## src/design/dfr_pkg.sv

```systemverilog
`timescale 1ns / 1ps
// ---------------------------------------------------------------------------
// dfr_pkg: shared types and constants
// Transaction types, working widths and fixed-point constants of the
// dielectric Fresnel reflectance block.
// ---------------------------------------------------------------------------
package dfr_pkg;

  localparam int COS_FRAC_BITS_DEF = 14;
  localparam int OUT_FRAC_BITS_DEF = 16;

  localparam int WORK_BITS = 30;            // Q30 working format
  localparam int IDX_W     = 16;
  localparam int CI_W      = WORK_BITS + 1; // cosine up to 1.0
  localparam int ROOT_W    = WORK_BITS + 1; // square root result
  localparam int RAD_W     = 2 * ROOT_W;    // radicand, Q60
  localparam int SINT_W    = WORK_BITS;     // transmitted sine, below 1.0
  localparam int PROD_W    = IDX_W + CI_W;
  localparam int SUM_W     = PROD_W + 1;
  localparam int RATIO_FRAC = 31;
  localparam int Q_W       = RATIO_FRAC + 1;
  localparam int SQ_W      = 2 * Q_W;
  localparam int REFL_W    = 17;
  localparam int QUEUE_DEPTH = 2;

  localparam logic [RAD_W-1:0] ONE60 = RAD_W'(1) << (2 * WORK_BITS);

  typedef struct packed {
    logic signed [15:0] cos_incident;
    logic [15:0]        index_incident;
    logic [15:0]        index_transmit;
  } dfr_item_t;

  typedef struct packed {
    logic [REFL_W-1:0] reflectance;
    logic              total_reflection;
  } dfr_result_t;

  // classified work item: indices after swap, cosine in Q30
  typedef struct packed {
    logic [IDX_W-1:0] ni;
    logic [IDX_W-1:0] nt;
    logic [CI_W-1:0]  ci;
  } dfr_work_t;

  // context carried down the back pipeline
  typedef struct packed {
    logic [IDX_W-1:0] ni;
    logic [IDX_W-1:0] nt;
    logic [CI_W-1:0]  ci;
    logic             tir;
    logic             den_zero;
  } dfr_ctx_t;

endpackage

```

## src/design/dfr_queue.sv

```systemverilog
`timescale 1ns / 1ps
// ---------------------------------------------------------------------------
// dfr_queue: decoupling queue
// Short FIFO between the front and the back pipeline.
// ---------------------------------------------------------------------------
module dfr_queue (
  input  logic               clk,
  input  logic               rst,
  input  logic               push_valid,
  output logic               push_ready,
  input  dfr_pkg::dfr_work_t push_data,
  output logic               pop_valid,
  input  logic               pop_ready,
  output dfr_pkg::dfr_work_t pop_data
);

  localparam int DEPTH = dfr_pkg::QUEUE_DEPTH;
  localparam int PW    = (DEPTH > 1) ? $clog2(DEPTH) : 1;
  localparam int CW    = $clog2(DEPTH + 1);

  dfr_pkg::dfr_work_t entries [DEPTH];
  logic [PW-1:0] wr_ptr;
  logic [PW-1:0] rd_ptr;
  logic [CW-1:0] count;
  logic          push;
  logic          pop;

  assign push_ready = (count != CW'(DEPTH));
  assign pop_valid  = (count != '0);
  assign push       = push_valid && push_ready;
  assign pop        = pop_valid && pop_ready;
  assign pop_data   = entries[rd_ptr];

  always_ff @(posedge clk) begin
    if (push) begin
      entries[wr_ptr] <= push_data;
    end
  end

  always_ff @(posedge clk) begin
    if (rst) begin
      wr_ptr <= '0;
      rd_ptr <= '0;
      count  <= '0;
    end else begin
      if (push) begin
        wr_ptr <= (wr_ptr == PW'(DEPTH - 1)) ? '0 : wr_ptr + PW'(1);
      end
      if (pop) begin
        rd_ptr <= (rd_ptr == PW'(DEPTH - 1)) ? '0 : rd_ptr + PW'(1);
      end
      if (push && !pop) begin
        count <= count + CW'(1);
      end else if (pop && !push) begin
        count <= count - CW'(1);
      end
    end
  end

  a_count_bound: assert property (@(posedge clk) disable iff (rst)
    count <= CW'(DEPTH)) else $error("queue count beyond depth");
  a_no_pop_empty: assert property (@(posedge clk) disable iff (rst)
    (count == '0) |-> !pop) else $error("pop from empty queue");
  a_push_count: assert property (@(posedge clk) disable iff (rst)
    (push && !pop) |=> (count == $past(count) + CW'(1)))
    else $error("queue count lost a push");

endmodule

```

## config.mk

```make
export PLATFORM = sky130hd
export DESIGN_NAME = dfr_queue
export DESIGN_NICKNAME = d
export VERILOG_FILES = /design/src/design/dfr_pkg.sv /design/src/design/dfr_queue.sv
export SDC_FILE = /design/constraint.sdc
export NUM_CORES = 1
export LEC_CHECK = 0
export BUFFER_PORTS_ARGS = -buffer_cell sky130_fd_sc_hd__buf_2
export CAP_MARGIN = 30
export CORE_MARGIN = 2
export CORE_UTILIZATION = 52
export DETAILED_ROUTE_END_ITERATION = 8
export PLACE_DENSITY_LB_ADDON = 0.08
export REMOVE_ABC_BUFFERS = 1
export SLEW_MARGIN = 20
export SYNTH_ARGS = -nofsm -noshare
export SYNTH_HDL_FRONTEND = slang
export SYNTH_SLANG_ARGS = --single-unit
```

## constraint.sdc

```tcl
create_clock -name clk -period 3.5 [get_ports clk]
set_input_delay 0 -clock clk [delete_from_list [all_inputs] [get_ports clk]]
set_output_delay 0 -clock clk [all_outputs]
set_load 0.1 [all_outputs]
```

==> impl_metrics.yaml <==
status:
  status: "completed"
timing:
  rsz0062_at_grt: "no"
  skew_ns: 0.00691
  fin_tns_setup_ns: 0
  period_needed_ns: 2.24
  finalHoldViolCount: 0
  timing.hold.ws_ns: 0.212
  finalSetupViolCount: 0
  max_slew_margin_pct: 60.2
  period_share_pct: 63.9
  slew_violations: 0
  clock.fmax_ghz: 0.447
  tightest_slew_ns: 0.598
global_route:
  grt_pass1_wl_um: 13600
  grt_start_max_net_pins: 58
  antenna_found_initial: 0
  grt_pass1_vias: 2805
  grtUsageTotal_pct: 18.4
  grt-ovfl-total: 0
synth:
  ys_top_cells_by_count: "edfxtp_1 (126), mux2_2 (63), buf_4 (6)"
  ys_seq_area_share_pct: 81.5
  netlist-cell-type-count: 18
  synth-seq-cells: 131
  synth-edff-count: 126
  yosys.area.top_type: "edfxtp_1"
  synth.avg_cell_area_sq_um: 21.7
  netlist_instances: 220
  ys_warn_count: 0
  async_flop_share_pct: 0
  syn_area_sq_um: 4770
  yosysMostFrequentCell: "edfxtp_1"
  synthDominantCellAreaShare_pct: 79.4
  ys.flop_type: "edfxtp_1"
  synth_area_leaders: "edfxtp_1 (79%), mux2_2 (15%), dfxtp_1 (2.1%)"
placed_design:
  port_buffers: 131
  place_inst: 455
  dp_hpwl_um: 5080
  gp_congestion: 0.725
  postPlaceCellArea_sq_um: 5570
job:
  drv_cap: 0
critical_path:
  reg2reg_to: "entries[1][27]$_DFFE_PP_"
  r2r_slack_ns: 1.62
  timing.rr.start: "count[0]$_SDFFE_PP0P_"
  slowest_stage: "dfxtp_2"
  endpoint_kind: "output port"
  ff2ff_path_depth: 3
  required_ns: 3.50
  crit_family: "flip-flops"
  cp.arrival_ns: 2.24
  cp-start-kind: "register"
  cp_cell_sequence: "buf_12 -> mux2_2 -> buf_2"
  crit_buf_inv: 2
  critPathMaxFanout: 40
  criticalPathCategory: "register to output port"
  cpPeakStageDelay_ns: 0.71
route:
  drtPass1Iterations: 6
  vias: 2712
  first_iter_violations: 108
  wl_per_cell_um: 15.9
  drc_errors: 0
  detail_route.vias_per_cell: 4.90
  routed_wirelength_um: 8800
  postRouteAntennaNets: 0
clock_tree:
  cts_sinks: 131
  cts_root_buf: "clkbuf_8"
  cts-buffers-inserted: 17
  cts_tree: "done"
  htreeDepth: 4
  insertion_delay_ns: 0.51
  path_clk_slew_ns: 0.06
  clk_path_buf_depth: 2
  ctsResizeCount: 0
final_layout:
  fillers: 522
  fin_cells: 553
  n_antenna_cell: 0
  design_area_sq_um: 6790
  synthToLayoutAreaGrowth_pct: 42.6
  layout-drive-gt1-share_pct: 51.9
  nets: 501
die:
  die_x_um: 99.7
  start_util_pct: 54.1
  rows: 34
  die_h_um: 99.7
  fp.dieArea_sq_um: 9950
  io_pins: 132
  core_sq_um: 8810
pwr:
  vdd_drop_max_v: 0.000745
  power_mw: 6.38
  leakagePower_nw: 2.59
  power_density_nw_per_um2: 939
hold_path:
  holdPathEnd: "entries[0][29]$_DFFE_PP_"
  min-delay-start: "push_data[29]"
  hold_class: "input pin to register"
  holdPathStages: 2
==> cell usage in the layout (no fill, tap or decap), drive strengths merged <==
cell         netlist  final
dlygate4sd3        0     67
dfxtp              5      5
or3                1      1
a21bo              1      1
xor2               3      3
nand3b             1      1
and3               1      1
edfxtp           126    126
nand2b             1      1
nor2               3      3
clkinv             0      6
mux2              63     63
bufinv             0      2
buf                7    134
ha                 1      1
o21ai              2      2
a21oi              2      2
and2               1      1
clkinvlp           0      3
or2                1      1
inv                1      3
clkbuf             0     18
==> worst reg2reg max path, delay by kind of cell (launching register included) <==
kind	cells	cell delay [ns]
flip-flops	1	0.40
AND/OR/NAND/NOR	2	0.83
buffers and inverters	1	0.32
==> area by class of cell <==
class / count / area, sq um / share of cell area, %
Clock buffer: 18 / 418 / 6.15
Clock inverter: 13 / 136 / 2.01
Inverter: 1 / 3.75 / 0.0552
Multi-Input combinational cell: 81 / 830 / 12.2
Sequential cell: 131 / 3880 / 57.2
Tap cell: 108 / 135 / 1.99
Timing Repair Buffer: 201 / 1390 / 20.4
==> worst max path at each step <==
stage | from | endpoint | cells after the start
5_1_grt | register | pop_data[42] | 3
4_1_cts | register | pop_data[42] | 3
2_1_floorplan | count[0]$_SDFFE_PP0P_ | entries[1][0]$_DFFE_PP_ | 2
3_3_place_gp | count[0]$_SDFFE_PP0P_ | entries[1][28]$_DFFE_PP_ | 3
6_report | register | pop_data[42] | 3
3_5_place_dp | count[0]$_SDFFE_PP0P_ | entries[1][23]$_DFFE_PP_ | 3
==> per-layer routing <==
layer | part of all wire (%) | GRT usage, % | vias to the layer above
met5 | 0 | 0 | -
met4 | 1.6 | 7.06 | 0
met3 | 4.6 | 6.61 | 14
met2 | 52 | 30.6 | 89
met1 | 42 | 22.2 | 1315
li1 | - | - | 1294
==> repair_timing <==
| item | 4_1_cts | 5_1_grt |
|---|---|---|
| hold buffers | 67 | 0 |
| endpoints found under the hold margin | 131 | 0 |
| setup buffers | 0 | 0 |
==> metrics by stage <==
step / util, % / setup slack [ns]
2_1_floorplan: - / 0.175
3_3_place_gp: 63.2 / 1.67
3_5_place_dp: 63.2 / 1.63
4_1_cts: 77.2 / 1.21
5_1_grt: 77.2 / 1.12
6_report: 77.2 / 1.26
==> power by group <==
| part | internal, mW | switching (mW) | total (mW) | leakage, nW |
|---|---|---|---|---|
| clock | 1.01 | 0.627 | 1.63 | 0.265 |
| sequential | 1.96 | 0.0897 | 2.05 | 1.22 |
| combinational | 0.539 | 2.15 | 2.69 | 1.11 |
==> registers in the layout, summed over array words and instances (netlist names), named ones only <==
signal   count
entries    126
count        2
rd_ptr       1
wr_ptr       1
==> cell families after synthesis <==
| family | synth area share [%] |
|---|---|
| flip-flops | 81.5 |
| multiplexers | 14.9 |
| AND/OR/NAND/NOR | 1.05 |
| buffers and inverters | 1.13 |
| AO/OA/AOI/OAI | 0.630 |
| XOR/XNOR | 0.551 |
| adder cells (fa/ha/maj) | 0.262 |
No activity file was read; power rests on OpenSTA's default activity.
