==> config.mk <==
export PLATFORM = sky130hd
export DESIGN_NAME = dfr_front
export DESIGN_NICKNAME = d
export VERILOG_FILES = /design/src/design/dfr_pkg.sv /design/src/design/dfr_front.sv
export SDC_FILE = /design/constraint.sdc
export NUM_CORES = 1
export LEC_CHECK = 0
export BUFFER_PORTS_ARGS = -buffer_cell sky130_fd_sc_hd__buf_2
export CAP_MARGIN = 15
export CORE_ASPECT_RATIO = 1.4
export CORE_MARGIN = 2
export CORE_UTILIZATION = 40
export DETAILED_ROUTE_END_ITERATION = 6
export GPL_TIMING_DRIVEN = 0
export PLACE_DENSITY = 0.87
export SETUP_SLACK_MARGIN = 0.2
export SLEW_MARGIN = 20
export SYNTH_ARGS = -nofsm -noshare
export SYNTH_HDL_FRONTEND = slang
export SYNTH_SLANG_ARGS = --single-unit
==> constraint.sdc <==
create_clock -name vclk -period 6.05
set_clock_uncertainty 0.1 [all_clocks]
set_input_delay 1.21 -clock vclk [all_inputs]
set_output_delay 1.21 -clock vclk [all_outputs]
set_load 0.02 [all_outputs]
==> src/design/dfr_pkg.sv <==
`timescale 1ns / 1ps
// ---------------------------------------------------------------------------
// dfr_pkg: shared types and constants
// Transaction types, working widths and fixed-point constants of the
// dielectric Fresnel reflectance block.
// ---------------------------------------------------------------------------
package dfr_pkg;

  localparam int COS_FRAC_BITS_DEF = 14;
  localparam int OUT_FRAC_BITS_DEF = 16;

  localparam int WORK_BITS = 30;            // Q30 working format
  localparam int IDX_W     = 16;
  localparam int CI_W      = WORK_BITS + 1; // cosine up to 1.0
  localparam int ROOT_W    = WORK_BITS + 1; // square root result
  localparam int RAD_W     = 2 * ROOT_W;    // radicand, Q60
  localparam int SINT_W    = WORK_BITS;     // transmitted sine, below 1.0
  localparam int PROD_W    = IDX_W + CI_W;
  localparam int SUM_W     = PROD_W + 1;
  localparam int RATIO_FRAC = 31;
  localparam int Q_W       = RATIO_FRAC + 1;
  localparam int SQ_W      = 2 * Q_W;
  localparam int REFL_W    = 17;
  localparam int QUEUE_DEPTH = 2;

  localparam logic [RAD_W-1:0] ONE60 = RAD_W'(1) << (2 * WORK_BITS);

  typedef struct packed {
    logic signed [15:0] cos_incident;
    logic [15:0]        index_incident;
    logic [15:0]        index_transmit;
  } dfr_item_t;

  typedef struct packed {
    logic [REFL_W-1:0] reflectance;
    logic              total_reflection;
  } dfr_result_t;

  // classified work item: indices after swap, cosine in Q30
  typedef struct packed {
    logic [IDX_W-1:0] ni;
    logic [IDX_W-1:0] nt;
    logic [CI_W-1:0]  ci;
  } dfr_work_t;

  // context carried down the back pipeline
  typedef struct packed {
    logic [IDX_W-1:0] ni;
    logic [IDX_W-1:0] nt;
    logic [CI_W-1:0]  ci;
    logic             tir;
    logic             den_zero;
  } dfr_ctx_t;

endpackage

==> src/design/dfr_front.sv <==
`timescale 1ns / 1ps
// ---------------------------------------------------------------------------
// dfr_front: accept and classify
// Saturates the cosine, swaps indices for rays from inside, scales to Q30.
// ---------------------------------------------------------------------------
module dfr_front #(
  parameter int COS_FRAC_BITS = dfr_pkg::COS_FRAC_BITS_DEF
) (
  input  logic                item_valid,
  output logic                item_ready,
  input  dfr_pkg::dfr_item_t  item,
  output logic                work_valid,
  input  logic                work_ready,
  output dfr_pkg::dfr_work_t  work
);

  localparam logic signed [31:0] LIM = 32'sd1 <<< COS_FRAC_BITS;

  logic signed [31:0] c_ext;
  logic signed [31:0] c_sat;
  logic signed [31:0] c_mag;
  logic               neg;

  assign item_ready = work_ready;
  assign work_valid = item_valid;

  always_comb begin
    c_ext = 32'(item.cos_incident);
    if (c_ext > LIM) begin
      c_sat = LIM;
    end else if (c_ext < -LIM) begin
      c_sat = -LIM;
    end else begin
      c_sat = c_ext;
    end
    neg   = c_sat[31];
    c_mag = neg ? -c_sat : c_sat;
    work.ni = neg ? item.index_transmit : item.index_incident;
    work.nt = neg ? item.index_incident : item.index_transmit;
    work.ci = dfr_pkg::CI_W'(c_mag) << (dfr_pkg::WORK_BITS - COS_FRAC_BITS);
  end

endmodule

==> results.md, run 1 <==
- Run status: finished, final reports clean
- Worst Min Path Start: item_valid
- Worst hold path class: input pin to output port
- 1st-pass router iterations: 4
- WP data required: 4740 ps
- Storage cell area: 0 µm²
- Synthesized area per cell: 7.555 µm²
- Max-slew violation count: 0
- Antenna violations before repair: 0
- Critical Path End Type: output port
- Via count of the first global-routing pass: 1459
- Synth top area share: 30.19%
- PD cells: 97.03 mW/mm²
- WS Path Type: input pin to output port
- Fmax: 208.9 MHz
- Layout Cells excl Fill: 305
- Synth cell types: 48
- First-pass GRT wire length: 6499 µm
- Seq_cells: 0
- Crit Path Max Fanout: 10
- Worst-Margin Slew: 538.2 ps
- Post-DP HPWL: 3628 µm
- CLK BUF: 0
- Initial Util: 41.90%
- Vias: 1617
- I/O pin cnt: 115
- RSZ-0062 raised after global routing: no
- Drt total wl: 4281 µm
- Ys Warns: 0
- Port Buffer Count: 95
- Crit start category: input pin
- Most common cell in the netlist: mux2_2
- Routed len/inst: 14.04 µm
- P&R area growth vs syn: 48.43%
- Worst hold path depth: 2
- Leak: 0.0009046 µW
- Synth area leader: mux2_2
- DR DRC count: 0
- # hold bufs at CTS: 0
- Syn Inst Count: 158
- Grt ovf: 0
- Iter 0 DRT Violations: 41
- Placer Congestion: 0.9613
- ANT cells: 0
- Post-place setup slack: 1289 ps
- Relative slew slack: 64.12%
- VDD IR-drop max: 0.07698 mV
- Setup crit start: item[38]
- Die Height: 68.64 µm
- Layout cells sized above 1: 61.19%
- Largest net degree at the start of global routing: 11
- Cts repair resizes: 0
- Total power: 171.9 µW
- Largest cells by area after synthesis: mux2_2 30%, buf_4 11%, nand2_1 5.0%, nor2_1 3.8%, o221ai_2 3.8%
- Setup ws final: 1264 ps
- Seq/Total Area, Yosys: 0%
- Fin crit period: 4786 ps
- GRT Util Overall: 23.52%
- Fin. Hold Viols: 0
- Period utilization: 79.11%
- Fillers: 256
- Most common library cells after synthesis: 32 x mux2_2, 18 x buf_4, 16 x nand2_1
- Max-cap violations: 0
- Arr. time, crit path: 3480 ps
- Cell Area, Synth: 0.001194 mm²
- Final setup violation count: 0
- ANT nets after route: 0
- TNS Setup: 0 ps
- Core Util, Final: 62.19%
- Nets: 321
- Die area: 0.003443 mm²
- Placed Instances: 305
- Die width: 50.17 µm
- Core ar.: 0.002849 mm²
- # Post-CTS Setup Buffers: 0
- DR vias/cell: 5.302
- # rows: 23
## worst max-delay path, cell delays in order
cell	delay [ps]
buf_2	160
nor4_2	440
nand3_1	260
o21ai_4	270
nand2_1	80
ha_1	250
buf_2	210
a211oi_1	230
a31oi_1	80
o221ai_2	90
buf_2	190
## report_power, final
part / switching [µW] / internal, µW
logic: 103 / 69.0
registers: 0 / 0
clock network: 0 / 0
## logic make-up (layout without fill, tap and decap cells)
logic type | after synthesis | count (layout) | synth area share, %
AOI/OAI and AO/OA | 32 | 32 | 23.27
xor gates and xnor gates | 2 | 2 | 1.468
adders and majority gates | 1 | 1 | 1.048
buffers and inverters | 34 | 129 | 17.40
muxes | 32 | 32 | 30.19
other | 1 | 16 | 0.3142
and+or+nand+nor | 56 | 56 | 26.31
## cell type report
cell class,instances,area (µm²),area share (%)
buffer,28,185.2,10.45
multi-input combinational,139,1042,58.83
timing repair buffer,95,475.5,26.84
tap,37,46.29,2.613
inverter,6,22.52,1.271
## per-stage QoR
step / hold WS [ps] / instance area [µm²]
2_1_floorplan: 2433 / 1250
3_3_place_gp: 2538 / 1772
3_5_place_dp: 2542 / 1772
4_1_cts: 2542 / 1772
5_1_grt: 2543 / 1772
6_report: 2541 / 1772
## per-layer routing
metal  wire [µm]  GRT usage (%)  share of wire (%)  up-vias
met2        2149          45.07                 50      105
li1            -              -                  -      783
met3         443          2.802                 10        8
met4          70          4.167                1.6        0
met5           0              0                  0        -
met1        1618          28.04                 38      721
## final timing paths
path	endpoint	slack [ps]
setup / recovery	work[26]	1260
hold / removal	work_valid	2540
## cells in the final DEF (no fill, tap or decap), types with 2 or more instances in the layout
cell      netlist  routed
o31ai_1         2       2
a21oi_1         4       4
conb_1          1      16
o21ai_0         4       4
a211oi_1        2       2
or3_1           2       2
inv_1           5       5
or4_1           3       3
nor3_1          3       3
nor4_2          2       2
nor2_1         12      12
clkbuf_1        4       4
nand4_1         4       4
buf_4          18      18
buf_2           4      99
nand3_1         7       7
a211o_1         2       2
mux2_2         32      32
nand2_1        16      16
o221ai_2        3       3
Power figures use the tool's default switching activity.
==> run 2, diff against run 1 <==
- ABC_AREA: not set -> 1
- CORE_UTILIZATION: 40 -> 39
- PLACE_DENSITY: 0.87 -> 0.84
- clock period: 6.05 -> 4.8 ns (I/O delays scaled with it)
==> run 2 against run 1 <==
Against the previous run:
- final area rose by 3.0%
- first-iteration DRC count up 7.3%
- hold slack got worse by 500 ps
- core utilization is 2.6 points lower
- critical path type unchanged
==> results.md, run 2 <==
- Run status: finished, final reports clean
- Drt total wl: 4167 µm (-2.7%)
- Grt ovf: 0 (unchanged)
- Leading cell type in the layout, fill and taps excluded: buf_2
- Die area: 0.003649 mm² (+6.0%)
- Nets: 418 (+30%)
- Cell Area, Synth: 0.001239 mm² (+3.8%)
- Routed len/inst: 10.31 µm (-27%)
- Family with the most delay on the worst path: simple AND/OR/NAND/NOR gates
- Post-DP HPWL: 3526 µm (-2.8%)
- Core ar.: 0.003063 mm² (+7.5%)
- Fmax: 249.7 MHz
- Via count of the first global-routing pass: 1587 (+8.8%)
- Seq/Total Area, Yosys: 0% (unchanged)
- DR DRC count: 0 (unchanged)
- Largest net degree at the start of global routing: 11 (unchanged)
- Fin crit period: 4005 ps
- Cts repair resizes: 0 (unchanged)
- # Post-CTS Setup Buffers: 0 (unchanged)
- ANT nets after route: 0 (unchanged)
- Synth cell types: 26 (-46%)
- Post-place setup slack: 756.0 ps (-532.7 ps)
- First-pass GRT wire length: 6251 µm (-3.8%)
- Commonest cells after routing, fill and taps aside: 97 x buf_2, 83 x nand2_1, 40 x inv_1
- Most common library cells after synthesis: 83 x nand2_1, 40 x inv_1, 35 x o21ai_0
- Max-cap violations: 0 (unchanged)
- Crit start category: input pin
- Critical path's largest stage delay: 240 ps (-200 ps)
- PD cells: 131.1 mW/mm² (+35%)
- CP cell instances: buf_2 > nor2_1 > nand2_1 > nor2_1 > nand2_1 > nand2_4 > buf_6 > buf_2 > nand2_1 > ha_1 > nand2_1 > nand2_1 > nand2_1 > xnor2_1 > buf_2
- Vias: 1869 (+16%)
- Port Buffer Count: 96 (+1.1%)
- Critical Path End Type: output port
- Placer Congestion: 0.9098 (-5.4%)
- I/O pin cnt: 115 (unchanged)
- Arr. time, crit path: 2950 ps (-530 ps)
- Period utilization: 83.44%
- Total power: 239.2 µW (+39%)
- Layout cells sized above 1: 36.71% (-24 points)
- Most common cell in the netlist: nand2_1
- Storage cell area: 0 µm² (unchanged)
- WS Path Type: input pin to output port
- Most frequent CP cell: nand2_1
- # hold bufs at CTS: 0 (unchanged)
- # rows: 24 (+4.3%)
- Max-slew violation count: 0 (unchanged)
- Leak: 0.001191 µW (+32%)
- Syn Inst Count: 254 (+61%)
- Final setup violation count: 0 (unchanged)
- Initial Util: 40.44% (-1.5 points)
- VDD IR-drop max: 0.08161 mV (+6.0%)
- WP data required: 3740 ps (-1000 ps)
- Crit Path Max Fanout: 10 (unchanged)
- DR vias/cell: 4.626 (-13%)
- Synthesized area per cell: 4.877 µm² (-35%)
- Ys Warns: 0 (unchanged)
- CLK BUF: 0 (unchanged)
- Die Height: 70.68 µm (+3.0%)
- Synth top area share: 25.15% (-5.0 points)
- Largest cells by area after synthesis: nand2_1 25%, o21ai_0 14%, inv_1 12%, buf_4 11%, nor2_1 5.8%
- Fillers: 341 (+33%)
- Die width: 51.63 µm (+2.9%)
- Seq_cells: 0 (unchanged)
- Fin. Hold Viols: 0 (unchanged)
- Slowest CP cell: ha_1
- Setup ws final: 794.9 ps (-469.0 ps)
- TNS Setup: 0 ps (unchanged)
- Worst hold path class: input pin to output port
- P&R area growth vs syn: 47.27%
- Antenna violations before repair: 0 (unchanged)
- Iter 0 DRT Violations: 44 (+7.3%)
- RSZ-0062 raised after global routing: no
- GRT Util Overall: 20.94% (-2.6 points)
- 1st-pass router iterations: 4 (unchanged)
- Synth area leader: nand2_1
- ANT cells: 0 (unchanged)
- Worst path bufs/invs: 4 (+1)
[run 2: final timing paths]
kind  startpoint          to  slack [ps]  depth (start not counted)
max     item[40]    work[24]         790                         15
min   item_valid  work_valid        2040                          2
[run 2: layout make-up]
class	instances	area (µm²)	area share (%)
plain buffers	30	203.9	11.18
inverters	42	162.7	8.916
multi-input cells	197	928.4	50.89
well taps	39	48.80	2.675
repair buffers	96	480.5	26.34
[run 2: routing by layer]
metal | global-route usage [%] | wire length [µm] | vias to the layer above
met5 | 0 | 0 | -
met4 | 0.8772 | 0 | 0
met3 | 2.321 | 409 | 0
met2 | 46.44 | 2242 | 90
met1 | 19.87 | 1516 | 810
li1 | - | - | 969
[run 2: report_power, final]
part | switching (µW) | internal [µW]
combinational | 153 | 86.3
clock | 0 | 0
sequential | 0 | 0
total | 153 | 86.3
[run 2: kinds of logic after synthesis]
kind of cell | after synthesis | share of synthesized area [%]
other cells | 1 | 0.3027
fa+ha+maj | 1 | 1.010
xor+xnor | 7 | 4.950
simple gates | 125 | 43.03
buf+inv | 72 | 29.60
compound gates | 48 | 21.11
[run 2: stage by stage]
stage | area, µm² | instances | util, % | hold WS, ps
after floorplan | 1295 | 269 | - | 1933
after global placement | 1824 | 404 | 59.56 | 2038
after detailed placement | 1824 | 404 | 59.56 | 2043
after CTS | 1824 | 404 | 59.56 | 2045
after global routing | 1824 | 404 | 59.56 | 2052
final | 1824 | 404 | 59.56 | 2043
==> run 3, diff against run 2 <==
- ABC_AREA: 1 -> 0
- CORE_UTILIZATION: 39 -> 35
- PLACE_DENSITY: 0.84 -> 0.81
- clock period: 4.8 -> 3.33 ns (I/O delays scaled with it)
==> run 3 against run 2 <==
Against the previous run:
- the run now ends with setup timing left
- routed wire length is 14% higher
- final area is 12% higher
- worst setup slack worse by 880 ps
- flip-flop and latch count stayed put
- total power is 53% higher
- global-route usage is 2.5 points higher
- non-clock buffer count is 10 higher
- core utilization is 2.1 points higher
- die area is 6.9% higher
- critical path depth is 5 lower
- via count is 6.9% lower
- cell count is 21% lower
- largest power group unchanged
- highest routed layer is now met4
==> results.md, run 3 (same netlist as run 1, synthesis figures left out) <==
- 1st-pass router iterations: 4 (unchanged)
- DR DRC count: 0 (unchanged)
- Port Buffer Count: 95 (-1.0%)
- CP cell instances: buf_6 > or4_4 > nand2b_4 > o21ai_4 > nand2_2 > ha_4 > a41o_1 > a21o_1 > a32o_2 > buf_6
- Fin. Hold Viols: 0 (unchanged)
- Post-place setup slack: -274.5 ps (-1031 ps)
- GRT Util Overall: 23.45% (+2.5 points)
- Family with the most delay on the worst path: simple AND/OR/NAND/NOR gates
- Leak: 0.001016 µW (-15%)
- Max-slew violation count: 0 (unchanged)
- Antenna violations before repair: 0 (unchanged)
- Die area: 0.003900 mm² (+6.9%)
- Leading cell type in the layout, fill and taps excluded: buf_2
- Post-DP HPWL: 3628 µm (+2.9%)
- P&R area growth vs syn: 71.17%
- Routed len/inst: 14.76 µm (+43%)
- PD cells: 179.1 mW/mm² (+37%)
- Critical Path End Type: output port
- CLK BUF: 0 (unchanged)
- Arr. time, crit path: 2650 ps (-300 ps)
- Critical path's largest stage delay: 540 ps (+300 ps)
- I/O pin cnt: 115 (unchanged)
- Crit start category: input pin
- Nets: 334 (-20%)
- Worst path bufs/invs: 2 (-2)
- Storage cell area: 0 µm² (unchanged)
- Die Height: 73.10 µm (+3.4%)
- Final setup violation count: 3 (+3)
- ANT cells: 0 (unchanged)
- Placer Congestion: 0.9641 (+6.0%)
- Seq_cells: 0 (unchanged)
- Cell area after layout: 0.002043 mm² (+12%)
- Largest net degree at the start of global routing: 11 (unchanged)
- Relative slew slack: 63.23%
- Layout Cells excl Fill: 321 (-21%)
- Failing checks: setup timing
- Placed Instances: 308 (-24%)
- Vias: 1740 (-6.9%)
- # rows: 25 (+4.2%)
- Layout cells sized above 1: 69.40% (+33 points)
- Setup ws final: -85.02 ps (-879.9 ps)
- Total power: 365.9 µW (+53%)
- Fillers: 306 (-10%)
- Crit Path Max Fanout: 5 (-5)
- WS Path Type: input pin to output port
- Drt total wl: 4737 µm (+14%)
- Worst hold path class: input pin to output port
- Via count of the first global-routing pass: 1627 (+2.5%)
- Iter 0 DRT Violations: 83 (+89%)
- RSZ-0062 raised after global routing: yes
- Fin crit period: 3415 ps
- Die width: 53.36 µm (+3.3%)
- Fmax: 292.8 MHz
- DR vias/cell: 5.421 (+17%)
- Period utilization: 102.6%
- Area taken by multi-input logic gates: 0.001151 mm² (+24%)
- # hold bufs at CTS: 0 (unchanged)
- Most frequent CP cell: buf_6
- Initial Util: 36.00% (-4.4 points)
- First-pass GRT wire length: 7148 µm (+14%)
- Core Util, Final: 61.62% (+2.1 points)
- Core ar.: 0.003316 mm² (+8.3%)
- ANT nets after route: 0 (unchanged)
- Slowest CP cell: or4_4
- Grt ovf: 0 (unchanged)
- Dpl cell area: 0.001799 mm² (-1.4%)
- Run status: finished with violations
- Commonest cells after routing, fill and taps aside: 88 x buf_2, 34 x buf_4, 32 x mux2_2
- Worst-Margin Slew: 551.5 ps
- WP data required: 2560 ps (-1180 ps)
- Max-cap violations: 0 (unchanged)
- VDD IR-drop max: 0.1265 mV (+55%)
-- run 3: final timing paths --
check	depth (start not counted)	slack, ps	startpoint	end
worst max-delay path	10	-90	item[45]	work[28]
worst min-delay path	2	1450	work_ready	item_ready
-- run 3: metrics by stage --
step / hold WS [ps] / TNS [ps]
after floorplan: 1345 / 0
after global placement: 1450 / -1256
after detailed placement: 1451 / -1398
after CTS: 1450 / -12.07
after global routing: 1467 / -464.9
final: 1449 / -119.8
-- run 3: what timing repair did --
action,in CTS,in global routing
buffers inserted,8,4
pin swaps,8,3
gates resized for setup,25,13
gates cloned,1,0
setup endpoints to repair,8,10
-- run 3: report_power, final --
| part | internal (µW) | leakage, µW | switching (µW) |
|---|---|---|---|
| clock network | 0 | 0 | 0 |
| logic | 160 | 0.00102 | 206 |
| registers | 0 | 0 | 0 |
-- run 3: metal layers --
| layer | GRT usage [%] | share of wire [%] |
|---|---|---|
| met2 | 45.68 | 53 |
| met3 | 5.943 | 14 |
| met1 | 24.57 | 32 |
| met5 | 0 | 0 |
| met4 | 3.419 | 1.5 |
-- run 3: area by class of cell --
class              instances  area share, %
repair buffers           108          30.74
well taps                 40          2.449
inverters                  6          1.102
plain buffers             28          9.369
multi-input cells        139          56.34
